[config.mk]
export PLATFORM = sky130hd
export DESIGN_NAME = protobuf_wire_tokenizer_flat
export DESIGN_NICKNAME = d
export VERILOG_FILES = /design/src/hw/rtl/pwt_pkg.sv /design/src/hw/rtl/pwt_if.sv /design/src/hw/rtl/pwt_front.sv /design/src/hw/rtl/pwt_queue.sv /design/src/hw/rtl/pwt_back.sv /design/src/hw/rtl/protobuf_wire_tokenizer.sv /design/src/flat_wrapper.sv
export SDC_FILE = /design/constraint.sdc
export NUM_CORES = 1
export LEC_CHECK = 0
export BUFFER_PORTS_ARGS = -buffer_cell sky130_fd_sc_hd__buf_2
export CAP_MARGIN = 25
export CORE_MARGIN = 8
export CORE_UTILIZATION = 63
export CTS_BUF_LIST = sky130_fd_sc_hd__clkbuf_16
export CTS_CLUSTER_SIZE = 16
export DETAILED_ROUTE_END_ITERATION = 7
export MAX_ROUTING_LAYER = met4
export PLACE_DENSITY_LB_ADDON = 0.25
export SYNTH_ARGS = -nofsm -noshare
export SYNTH_HDL_FRONTEND = slang
export SYNTH_SLANG_ARGS = --single-unit
[constraint.sdc]
create_clock -name i_clk -period 19.15 [get_ports i_clk]
set_input_delay 1.915 -clock i_clk [delete_from_list [all_inputs] [get_ports i_clk]]
set_output_delay 1.915 -clock i_clk [all_outputs]
set_load 0.005 [all_outputs]
[src/hw/rtl/pwt_pkg.sv]
// ============================================================================
// pwt_pkg: shared types and constants of the protobuf wire tokenizer
// Result kinds, error codes, parser phases and the front-to-back queue entry.
// ============================================================================
package pwt_pkg;

    localparam int MAX_MSG_BYTES = 65536;
    localparam int REM_W         = $clog2(MAX_MSG_BYTES + 1);

    localparam int QDEPTH  = 4;
    localparam int QPTR_W  = $clog2(QDEPTH);
    localparam int QCNT_W  = $clog2(QDEPTH + 1);

    localparam logic [3:0] VARINT_LAST_IDX = 4'd9;

    localparam logic [2:0] WT_VARINT = 3'd0;
    localparam logic [2:0] WT_I64    = 3'd1;
    localparam logic [2:0] WT_LEN    = 3'd2;
    localparam logic [2:0] WT_I32    = 3'd5;

    localparam logic [REM_W-1:0] SKIP_I64 = REM_W'(8);
    localparam logic [REM_W-1:0] SKIP_I32 = REM_W'(4);

    typedef enum logic [2:0] {
        K_VARINT  = 3'd0,
        K_LENGTH  = 3'd1,
        K_PAYLOAD = 3'd2,
        K_FIXED   = 3'd3,
        K_END_OK  = 3'd4,
        K_ERROR   = 3'd5
    } t_kind;

    typedef enum logic [1:0] {
        E_TOO_LONG  = 2'd0,
        E_BAD_WIRE  = 2'd1,
        E_TRUNCATED = 2'd2
    } t_err;

    typedef enum logic [2:0] {
        PH_TAG     = 3'd0,
        PH_VALUE   = 3'd1,
        PH_LENGTH  = 3'd2,
        PH_PAYLOAD = 3'd3,
        PH_SKIP    = 3'd4
    } t_phase;

    typedef struct packed {
        t_kind       kind;
        logic [31:0] tag_field;
        logic [2:0]  tag_wire;
        logic [63:0] value;
        logic [7:0]  payload_byte;
        logic        payload_last;
        t_err        error_code;
        logic        run_last;
    } t_result;

    // One queue entry carries everything a single input byte causes.
    typedef struct packed {
        logic    has_pri;
        t_result pri;
        logic    has_end;
        logic    end_ok;
    } t_entry;

endpackage

[src/hw/rtl/pwt_if.sv]
// ============================================================================
// pwt_if: byte and result channels of the protobuf wire tokenizer
// Valid/ready channels; an item moves when valid and ready are both high.
// ============================================================================
interface pwt_in_if;
    logic       valid;
    logic       ready;
    logic [7:0] data_byte;
    logic       last_in_message;

    modport source (output valid, output data_byte, output last_in_message, input ready);
    modport sink   (input valid, input data_byte, input last_in_message, output ready);
endinterface

interface pwt_out_if;
    logic        valid;
    logic        ready;
    logic [2:0]  kind;
    logic [31:0] tag_field;
    logic [2:0]  tag_wire;
    logic [63:0] value;
    logic [7:0]  payload_byte;
    logic        payload_last;
    logic [1:0]  error_code;
    logic        run_last;

    modport source (output valid, output kind, output tag_field, output tag_wire,
                    output value, output payload_byte, output payload_last,
                    output error_code, output run_last, input ready);
    modport sink   (input valid, input kind, input tag_field, input tag_wire,
                    input value, input payload_byte, input payload_last,
                    input error_code, input run_last, output ready);
endinterface

[src/hw/rtl/pwt_front.sv]
// ============================================================================
// pwt_front: byte parser of the protobuf wire tokenizer
// Takes one byte a cycle unless the queue is full, updates the parse state and queues its results.
// ============================================================================
module pwt_front
    import pwt_pkg::*;
(
    input  logic          i_clk,
    input  logic          i_rst_n,
    pwt_in_if.sink        i_in,
    input  logic          i_full,
    output logic          o_push,
    output t_entry        o_entry
);

    t_phase             r_phase, n_phase;
    logic [63:0]        r_acc, n_acc;
    logic [3:0]         r_cnt, n_cnt;
    logic [31:0]        r_field, n_field;
    logic [2:0]         r_wire, n_wire;
    logic [REM_W-1:0]   r_remain, n_remain;
    logic               r_stopped, n_stopped;

    logic               accept;
    logic [6:0]         shamt;
    logic [63:0]        acc_new;
    logic [REM_W-1:0]   rem_dec;
    logic [7:0]         b;
    logic               done;
    t_result            pri;
    logic               pri_valid;

    assign i_in.ready = !i_full;
    assign accept     = i_in.valid && !i_full;
    assign b          = i_in.data_byte;
    assign shamt      = 7'(r_cnt) * 7'd7;
    assign acc_new    = r_acc | (64'(b[6:0]) << shamt);
    assign rem_dec    = (r_remain != '0) ? r_remain - REM_W'(1) : '0;

    always_comb begin
        n_phase   = r_phase;
        n_acc     = r_acc;
        n_cnt     = r_cnt;
        n_field   = r_field;
        n_wire    = r_wire;
        n_remain  = r_remain;
        n_stopped = r_stopped;
        pri       = '0;
        pri_valid = 1'b0;
        done      = 1'b0;

        if (!r_stopped) begin
            case (r_phase)
                PH_TAG, PH_VALUE, PH_LENGTH: begin
                    if (!b[7]) begin
                        done  = 1'b1;
                        n_acc = '0;
                        n_cnt = '0;
                    end else if (r_cnt >= VARINT_LAST_IDX) begin
                        n_acc          = '0;
                        n_cnt          = '0;
                        pri_valid      = 1'b1;
                        pri.kind       = K_ERROR;
                        pri.error_code = E_TOO_LONG;
                        n_stopped      = 1'b1;
                    end else begin
                        n_acc = acc_new;
                        n_cnt = r_cnt + 4'd1;
                    end
                    if (done) begin
                        if (r_phase == PH_TAG) begin
                            n_field = acc_new[34:3];
                            n_wire  = acc_new[2:0];
                            if (acc_new[34:3] == '0) begin
                                pri_valid = 1'b1;
                                pri.kind  = K_END_OK;
                                n_stopped = 1'b1;
                            end else if (acc_new[2:0] == WT_VARINT) begin
                                n_phase = PH_VALUE;
                            end else if (acc_new[2:0] == WT_LEN) begin
                                n_phase = PH_LENGTH;
                            end else if (acc_new[2:0] == WT_I64) begin
                                n_remain = SKIP_I64;
                                n_phase  = PH_SKIP;
                            end else if (acc_new[2:0] == WT_I32) begin
                                n_remain = SKIP_I32;
                                n_phase  = PH_SKIP;
                            end else begin
                                pri_valid      = 1'b1;
                                pri.kind       = K_ERROR;
                                pri.error_code = E_BAD_WIRE;
                                n_stopped      = 1'b1;
                            end
                        end else if (r_phase == PH_VALUE) begin
                            pri_valid     = 1'b1;
                            pri.kind      = K_VARINT;
                            pri.tag_field = r_field;
                            pri.tag_wire  = r_wire;
                            pri.value     = acc_new;
                            n_phase       = PH_TAG;
                        end else begin
                            pri_valid = 1'b1;
                            if (acc_new > 64'(MAX_MSG_BYTES)) begin
                                pri.kind       = K_ERROR;
                                pri.error_code = E_TRUNCATED;
                                n_stopped      = 1'b1;
                            end else begin
                                pri.kind      = K_LENGTH;
                                pri.tag_field = r_field;
                                pri.tag_wire  = r_wire;
                                pri.value     = acc_new;
                                n_remain      = acc_new[REM_W-1:0];
                                n_phase       = (acc_new == '0) ? PH_TAG : PH_PAYLOAD;
                            end
                        end
                    end
                end
                PH_PAYLOAD: begin
                    n_remain         = rem_dec;
                    pri_valid        = 1'b1;
                    pri.kind         = K_PAYLOAD;
                    pri.tag_field    = r_field;
                    pri.tag_wire     = r_wire;
                    pri.payload_byte = b;
                    pri.payload_last = (rem_dec == '0);
                    if (rem_dec == '0) begin
                        n_phase = PH_TAG;
                    end
                end
                PH_SKIP: begin
                    n_remain = rem_dec;
                    if (rem_dec == '0) begin
                        pri_valid     = 1'b1;
                        pri.kind      = K_FIXED;
                        pri.tag_field = r_field;
                        pri.tag_wire  = r_wire;
                        pri.value     = (r_wire == WT_I64) ? 64'd8 : 64'd4;
                        n_phase       = PH_TAG;
                    end
                end
                default: begin
                    n_phase = PH_TAG;
                end
            endcase
        end

        o_entry.has_pri = pri_valid;
        o_entry.pri     = pri;
        o_entry.has_end = i_in.last_in_message && !n_stopped;
        o_entry.end_ok  = (n_phase == PH_TAG) && (n_cnt == '0);
        o_push          = accept && (pri_valid || o_entry.has_end);
    end

    always_ff @(posedge i_clk) begin
        if (!i_rst_n || (accept && i_in.last_in_message)) begin
            r_phase   <= PH_TAG;
            r_acc     <= '0;
            r_cnt     <= '0;
            r_field   <= '0;
            r_wire    <= '0;
            r_remain  <= '0;
            r_stopped <= 1'b0;
        end else if (accept) begin
            r_phase   <= n_phase;
            r_acc     <= n_acc;
            r_cnt     <= n_cnt;
            r_field   <= n_field;
            r_wire    <= n_wire;
            r_remain  <= n_remain;
            r_stopped <= n_stopped;
        end
    end

endmodule

[src/hw/rtl/pwt_queue.sv]
// ============================================================================
// pwt_queue: entry queue between parser and result emitter
// A small FIFO of per-byte entries, with head shown while not empty.
// ============================================================================
module pwt_queue
    import pwt_pkg::*;
(
    input  logic   i_clk,
    input  logic   i_rst_n,
    input  logic   i_push,
    input  t_entry i_entry,
    input  logic   i_pop,
    output logic   o_full,
    output logic   o_valid,
    output t_entry o_head
);

    t_entry              r_mem [QDEPTH];
    logic [QPTR_W-1:0]   r_wr_ptr;
    logic [QPTR_W-1:0]   r_rd_ptr;
    logic [QCNT_W-1:0]   r_count;
    logic                do_pop;

    assign o_full  = (r_count == QCNT_W'(QDEPTH));
    assign o_valid = (r_count != '0);
    assign o_head  = r_mem[r_rd_ptr];
    assign do_pop  = i_pop && o_valid;

    always_ff @(posedge i_clk) begin
        if (i_push) begin
            r_mem[r_wr_ptr] <= i_entry;
        end
    end

    always_ff @(posedge i_clk) begin
        if (!i_rst_n) begin
            r_wr_ptr <= '0;
            r_rd_ptr <= '0;
            r_count  <= '0;
        end else begin
            if (i_push) begin
                r_wr_ptr <= r_wr_ptr + QPTR_W'(1);
            end
            if (do_pop) begin
                r_rd_ptr <= r_rd_ptr + QPTR_W'(1);
            end
            if (i_push && !do_pop) begin
                r_count <= r_count + QCNT_W'(1);
            end else if (!i_push && do_pop) begin
                r_count <= r_count - QCNT_W'(1);
            end
        end
    end

endmodule

[src/hw/rtl/pwt_back.sv]
// ============================================================================
// pwt_back: result emitter of the protobuf wire tokenizer
// Turns each queued entry into one or two result items in an output register.
// ============================================================================
module pwt_back
    import pwt_pkg::*;
(
    input  logic      i_clk,
    input  logic      i_rst_n,
    input  logic      i_q_valid,
    input  t_entry    i_head,
    output logic      o_pop,
    pwt_out_if.source o_out
);

    t_result r_out, n_out;
    logic    r_out_valid, n_out_valid;
    logic    r_second, n_second;
    logic    load;
    t_result end_item;

    assign load = !r_out_valid || o_out.ready;

    always_comb begin
        end_item            = '0;
        end_item.kind       = i_head.end_ok ? K_END_OK : K_ERROR;
        end_item.error_code = i_head.end_ok ? E_TOO_LONG : E_TRUNCATED;
        end_item.run_last   = 1'b1;

        n_out       = r_out;
        n_out_valid = r_out_valid;
        n_second    = r_second;
        o_pop       = 1'b0;
        if (load) begin
            n_out_valid = i_q_valid;
            if (i_q_valid) begin
                if (i_head.has_pri && !r_second) begin
                    n_out          = i_head.pri;
                    n_out.run_last = !i_head.has_end;
                    if (i_head.has_end) begin
                        n_second = 1'b1;
                    end else begin
                        o_pop = 1'b1;
                    end
                end else begin
                    n_out    = end_item;
                    n_second = 1'b0;
                    o_pop    = 1'b1;
                end
            end
        end
    end

    always_ff @(posedge i_clk) begin
        if (!i_rst_n) begin
            r_out_valid <= 1'b0;
            r_second    <= 1'b0;
        end else begin
            r_out_valid <= n_out_valid;
            r_second    <= n_second;
        end
    end

    always_ff @(posedge i_clk) begin
        r_out <= n_out;
    end

    assign o_out.valid        = r_out_valid;
    assign o_out.kind         = r_out.kind;
    assign o_out.tag_field    = r_out.tag_field;
    assign o_out.tag_wire     = r_out.tag_wire;
    assign o_out.value        = r_out.value;
    assign o_out.payload_byte = r_out.payload_byte;
    assign o_out.payload_last = r_out.payload_last;
    assign o_out.error_code   = r_out.error_code;
    assign o_out.run_last     = r_out.run_last;

    // The head may not leave while its end item is still owed.
    a_second_has_head: assert property (@(posedge i_clk) disable iff (!i_rst_n)
        r_second |-> i_q_valid)
        else $error("pending end item without a queued entry");

    a_second_two_items: assert property (@(posedge i_clk) disable iff (!i_rst_n)
        r_second |-> (i_head.has_pri && i_head.has_end))
        else $error("pending end item on an entry with a single item");

    a_not_last_pending: assert property (@(posedge i_clk) disable iff (!i_rst_n)
        (r_out_valid && !r_out.run_last) |-> r_second)
        else $error("non-final item shown but no end item owed");

endmodule

[src/hw/rtl/protobuf_wire_tokenizer.sv]
// ============================================================================
// protobuf_wire_tokenizer: streaming protobuf wire-format tokenizer
// Splits an encoded message into varint fields, length headers, payload
// bytes, fixed-width skips, end and error items.
// ============================================================================
//
//   channel  | dir | handshake     | item
//   ---------+-----+---------------+---------------------------------------
//   i_in     | in  | valid / ready | data_byte, last_in_message
//   o_out    | out | valid / ready | kind, tag_field, tag_wire, value,
//            |     |               | payload_byte, payload_last,
//            |     |               | error_code, run_last
//
// The parser takes one byte every cycle as long as the four-entry queue has
// room; each byte's whole state update happens in that cycle.
// A byte causes zero, one or two result items. The emitter drains the queue
// one item per cycle through its output register while o_out is ready, so a
// byte with two items holds the queue head until its second item is loaded.
// A byte's first item goes through the queue, then the output register.
// Reset is synchronous and active low; it clears the parse state, the queue
// pointers and the output valid. The byte flagged last in a message also
// returns the parse state to its reset value.
// A stall on o_out fills the queue and then drops i_in.ready; the two sides
// otherwise run independently.
//
module protobuf_wire_tokenizer
    import pwt_pkg::*;
(
    input  logic      i_clk,
    input  logic      i_rst_n,
    pwt_in_if.sink    i_in,
    pwt_out_if.source o_out
);

    // Front to queue.
    logic   push;
    t_entry push_entry;
    logic   q_full;

    // Queue to back.
    logic   q_valid;
    t_entry q_head;
    logic   pop;

    // The front part classifies each byte and decides every item it causes.
    pwt_front u_front (
        .i_clk   (i_clk),
        .i_rst_n (i_rst_n),
        .i_in    (i_in),
        .i_full  (q_full),
        .o_push  (push),
        .o_entry (push_entry)
    );

    // The queue decouples input acceptance from output backpressure.
    pwt_queue u_queue (
        .i_clk   (i_clk),
        .i_rst_n (i_rst_n),
        .i_push  (push),
        .i_entry (push_entry),
        .i_pop   (pop),
        .o_full  (q_full),
        .o_valid (q_valid),
        .o_head  (q_head)
    );

    // The back part serializes each entry into its result items.
    pwt_back u_back (
        .i_clk     (i_clk),
        .i_rst_n   (i_rst_n),
        .i_q_valid (q_valid),
        .i_head    (q_head),
        .o_pop     (pop),
        .o_out     (o_out)
    );

endmodule
[src/flat_wrapper.sv]
// flat-port wrapper written by rule: the top's interface ports become plain ports
module protobuf_wire_tokenizer_flat import pwt_pkg::*;
  (i_clk, i_rst_n, i_in_valid, i_in_data_byte, i_in_last_in_message, i_in_ready, o_out_valid, o_out_kind, o_out_tag_field, o_out_tag_wire, o_out_value, o_out_payload_byte, o_out_payload_last, o_out_error_code, o_out_run_last, o_out_ready);
  pwt_in_if i_in_i ();
  pwt_out_if o_out_i ();
  input  logic i_clk;
  input  logic i_rst_n;
  input wire logic [$bits(i_in_i.valid)-1:0] i_in_valid;
  input wire logic [$bits(i_in_i.data_byte)-1:0] i_in_data_byte;
  input wire logic [$bits(i_in_i.last_in_message)-1:0] i_in_last_in_message;
  output wire logic [$bits(i_in_i.ready)-1:0] i_in_ready;
  output wire logic [$bits(o_out_i.valid)-1:0] o_out_valid;
  output wire logic [$bits(o_out_i.kind)-1:0] o_out_kind;
  output wire logic [$bits(o_out_i.tag_field)-1:0] o_out_tag_field;
  output wire logic [$bits(o_out_i.tag_wire)-1:0] o_out_tag_wire;
  output wire logic [$bits(o_out_i.value)-1:0] o_out_value;
  output wire logic [$bits(o_out_i.payload_byte)-1:0] o_out_payload_byte;
  output wire logic [$bits(o_out_i.payload_last)-1:0] o_out_payload_last;
  output wire logic [$bits(o_out_i.error_code)-1:0] o_out_error_code;
  output wire logic [$bits(o_out_i.run_last)-1:0] o_out_run_last;
  input wire logic [$bits(o_out_i.ready)-1:0] o_out_ready;
  assign i_in_i.valid = i_in_valid;
  assign i_in_i.data_byte = i_in_data_byte;
  assign i_in_i.last_in_message = i_in_last_in_message;
  assign i_in_ready = i_in_i.ready;
  assign o_out_valid = o_out_i.valid;
  assign o_out_kind = o_out_i.kind;
  assign o_out_tag_field = o_out_i.tag_field;
  assign o_out_tag_wire = o_out_i.tag_wire;
  assign o_out_value = o_out_i.value;
  assign o_out_payload_byte = o_out_i.payload_byte;
  assign o_out_payload_last = o_out_i.payload_last;
  assign o_out_error_code = o_out_i.error_code;
  assign o_out_run_last = o_out_i.run_last;
  assign o_out_i.ready = o_out_ready;
  protobuf_wire_tokenizer u_core (.i_clk(i_clk), .i_rst_n(i_rst_n), .i_in(i_in_i), .o_out(o_out_i));
endmodule
==> results.yml <==
run_status:
  status: "complete, no violations"
global_routing:
  grt_pass1_wl_um: 99900
  grt_max_degree: 115
  grt_pass1_vias: 16556
  overflow: 0
  grtUsageTotal_pct: 25.5
  antenna_found_initial: 2
layout:
  nFillCells: 2855
  fin_nets: 1983
  stdcell_count: 2610
  drive_above_1_share_pct: 20.0
  areaGrowthSynthToFinish_pct: 11.7
timing:
  worst_pin_slew_ns: 1.00
  skew_ns: 0.0217
  drv_slew: 0
  finalSetupTns_ns: 0
  final-hold-violation-count: 0
  rsz0062_at_grt: "false"
  report.final.setup_viol: 0
  hold_slack_ns: 0.473
  fmax_mhz: 170
  setup_ws_ns: 13.28
  relSlewSlack_pct: 33.1
  fin_crit_sh_pct: 30.7
  period_minus_slack_ns: 5.87
setup_path:
  rrSetupSlack_ns: 13.63
  cp-end-kind: "flip-flop"
  required_ns: 19.36
  cp_top_family: "simple AND/OR/NAND/NOR gates"
  path_buf_inv: 2
  slowest_stage: "buf_4"
  critPathMaxStageDelay_ns: 0.82
  critPathLaunchType: "input port"
  crit_type: "input port to flip-flop"
  r2r_start: "u_core.u_front.r_cnt[2]$_SDFFE_PP0P_"
  r2r_end: "u_core.u_queue.r_mem[0][88]$_DFFE_PP_"
  crit_fanout: 65
  r2r_cells: 9
  cp_cell_sequence: "buf_2 > or4_4 > o311ai_2 > and4_1 > nand4_1 > nor2_1 > o21ai_1 > a311oi_4 > and2_4 > buf_4"
  critPathArrivalTime_ns: 6.08
route:
  wl_per_cell_um: 25.1
  drtIter0Drc: 1490
  ant_nets: 0
  first_pass_iters: 5
  route.detailed.drc: 0
  wl_um: 65500
  vias: 16701
  via_per_inst: 6.40
power:
  power.density_nw_per_um2: 130
  swShare_pct: 27.1
  power_leakage_nw: 11.3
  power_frac_seq_pct: 49.3
  vdd_drop_max_uv: 160
  p_switching_mw: 1.11
  clkPwrFrac_pct: 30.8
  combPwrFrac_pct: 19.8
  internal-power_mw: 3.00
logic_synthesis:
  synth_edf_count: 578
  synth_seq_cells: 713
  yosysWarnings: 0
  synth_ff_type: "edfxtp_1"
  synth_top_cell_area_share_pct: 61.3
  synth_nets: 1882
  synth_cells: 1859
  synth-async-reset-ratio_pct: 0
  yosysSeqAreaShare_pct: 70.8
  synth.most_common_cell: "edfxtp_1"
  yosysUniqueCellTypes: 75
  synth_top_cells_by_count: "578 x edfxtp_1, 211 x nor2_1, 157 x a21oi_1"
  syn_area_um2: 28300
  avgSynthCellArea_um2: 15.2
  yosys-top-cells-area: "edfxtp_1 61%, dfxtp_1 9.5%, mux4_2 9.2%"
  yosysTopAreaCell: "edfxtp_1"
place:
  place.detailed.hpwl_um: 39300
  place_congestion: 0.912
  placedCellCount: 2473
  port_buffers: 128
  dp_slack_ns: 12.60
clock_tree:
  cts_sinks: 713
  cts_tree: "yes"
  numCtsBuffers: 72
  cts-resized-gates: 0
  clockBufferDepth: 3
  clkLatencyLatePin_ns: 0.60
  htreeDepth: 3
  cts_hold_buf: 0
  root_buffer: "clkbuf_16"
  clkTransAtPathRegs_ns: 0.06
  cts_setup_buffers: 0
die:
  rows: 77
  fp.dieW_um: 228
  coreArea_um2: 44300
  die-area_um2: 52000
  fp.dieH_um: 228
  start_util_pct: 63.9
  io_pins: 129
job:
  drv_cap: 0
hold_path:
  worstHoldStart: "u_core.u_front.r_acc[25]$_SDFFE_PP0P_"
  whs_path_depth: 2
  hold_end: "u_core.u_front.r_acc[25]$_SDFFE_PP0P_"
  hold_path.class: "flip-flop to flip-flop"
## how the worst max path moves through the flow
| stage | cells past startpoint | startpoint | end |
|---|---|---|---|
| after global routing | 10 | i_in_data_byte[6] | u_core.u_queue.r_mem[0][82]$_DFFE_PP_ |
| after detailed placement | 10 | i_in_data_byte[6] | u_core.u_queue.r_mem[3][44]$_DFFE_PP_ |
| after global placement | 10 | i_in_data_byte[6] | u_core.u_queue.r_mem[3][111]$_DFFE_PP_ |
| final | 10 | i_in_data_byte[6] | u_core.u_queue.r_mem[0][88]$_DFFE_PP_ |
| after CTS | 10 | i_in_data_byte[6] | u_core.u_queue.r_mem[3][44]$_DFFE_PP_ |
| after floorplan | 9 | o_out_ready | u_core.u_queue.r_count[2]$_SDFFE_PN0P_ |
## worst register-to-register path, delay by kind of cell (launching register included)
family | cells | cell delay, ns
simple gates | 5 | 2.00
compound gates | 3 | 1.35
flops | 1 | 0.84
buf+inv | 1 | 0.83
## layout by cell type, fill, tap and decap left out, drive strengths merged, types with 3 or more instances in the layout
master | Yosys | final
nor2 | 211 | 211
a211oi | 43 | 43
nand3 | 13 | 13
buf | 32 | 156
and3 | 113 | 113
edfxtp | 578 | 578
nor4b | 4 | 4
nor4 | 23 | 23
o31ai | 4 | 4
nand3b | 3 | 3
nor2b | 8 | 8
o21a | 6 | 6
o21ai | 26 | 26
ha | 9 | 9
clkinv | 0 | 31
inv | 18 | 42
mux2i | 6 | 6
o22ai | 12 | 12
a31oi | 7 | 7
a21oi | 159 | 159
nor3b | 5 | 5
clkbuf | 97 | 73
mux4 | 116 | 116
or2 | 11 | 11
nand4 | 4 | 4
or3 | 7 | 7
xor2 | 6 | 6
and2 | 66 | 66
or4 | 6 | 6
a21boi | 3 | 3
and3b | 3 | 3
nor3 | 30 | 30
a21o | 3 | 3
nand2 | 48 | 48
nand2b | 4 | 4
dfxtp | 135 | 135
a22oi | 3 | 3
o311ai | 8 | 8
## layer usage
layer / vias up / wire length, um / global-route usage, %
met2: 722 / 32800 / 41.3
met3: 99 / 4230 / 4.10
met4: 0 / 1910 / 9.02
met1: 8496 / 26600 / 32.7
met5: - / 0 / -
li1: 7384 / - / -
## metrics by stage
| stage | utilization [%] | area [um2] | total power [mW] |
|---|---|---|---|
| after detailed placement | 66.3 | 29400 | 2.87 |
| after floorplan | - | 28300 | 2.58 |
| after CTS | 71.1 | 31500 | 4.13 |
| after global routing | 71.4 | 31600 | 4.27 |
| final | 71.4 | 31600 | 4.11 |
| after global placement | 66.3 | 29400 | 2.85 |
## power groups by stage
stage	registers (mW)	clock network [mW]	logic (mW)
after floorplan	2.07	0	0.509
after global placement	2.05	0	0.800
after detailed placement	2.06	0	0.813
after CTS	2.03	1.28	0.823
after global routing	2.05	1.34	0.883
final	2.03	1.27	0.814
## layout make-up
cell class / instances / area [um2] / share of cell area, %
sequential: 713 / 20100 / 63.4
multi-input combinational: 999 / 7700 / 24.3
clock buffer: 73 / 1830 / 5.78
timing repair buffer: 156 / 937 / 2.96
tap: 592 / 741 / 2.34
clock inverter: 57 / 285 / 0.902
inverter: 18 / 67.6 / 0.214
antenna: 2 / 5.00 / 0.0158
## sequential cells by signal, summed over array words and instances, names as in the netlist, named ones only
name	flops
u_core.u_back.o_out.error_code	2
u_core.u_back.o_out.kind	3
u_core.u_back.o_out.payload_byte	8
u_core.u_back.o_out.payload_last	1
u_core.u_back.o_out.run_last	1
u_core.u_back.o_out.tag_field	32
u_core.u_back.o_out.tag_wire	3
u_core.u_back.o_out.valid	1
u_core.u_back.o_out.value	64
u_core.u_back.r_second	1
u_core.u_front.r_acc	64
u_core.u_front.r_cnt	4
u_core.u_front.r_field	32
u_core.u_front.r_phase	3
u_core.u_front.r_remain	17
u_core.u_front.r_stopped	1
u_core.u_front.r_wire	3
u_core.u_queue.r_count	3
u_core.u_queue.r_mem	464
u_core.u_queue.r_rd_ptr	2
u_core.u_queue.r_wr_ptr	2
## kinds of logic (layout without fill, tap and decap cells)
kind of cell | after synthesis | after routing | synth area share, %
DFF | 713 | 713 | 70.8
muxes | 122 | 122 | 9.43
and+or+nand+nor | 564 | 564 | 10.4
AOI/OAI and AO/OA | 295 | 295 | 6.42
buffers and inverters | 147 | 304 | 2.24
other | 0 | 2 | 0
adders and majority gates | 10 | 10 | 0.468
xor gates and xnor gates | 8 | 8 | 0.247
No activity file was read; power rests on OpenSTA's default activity.
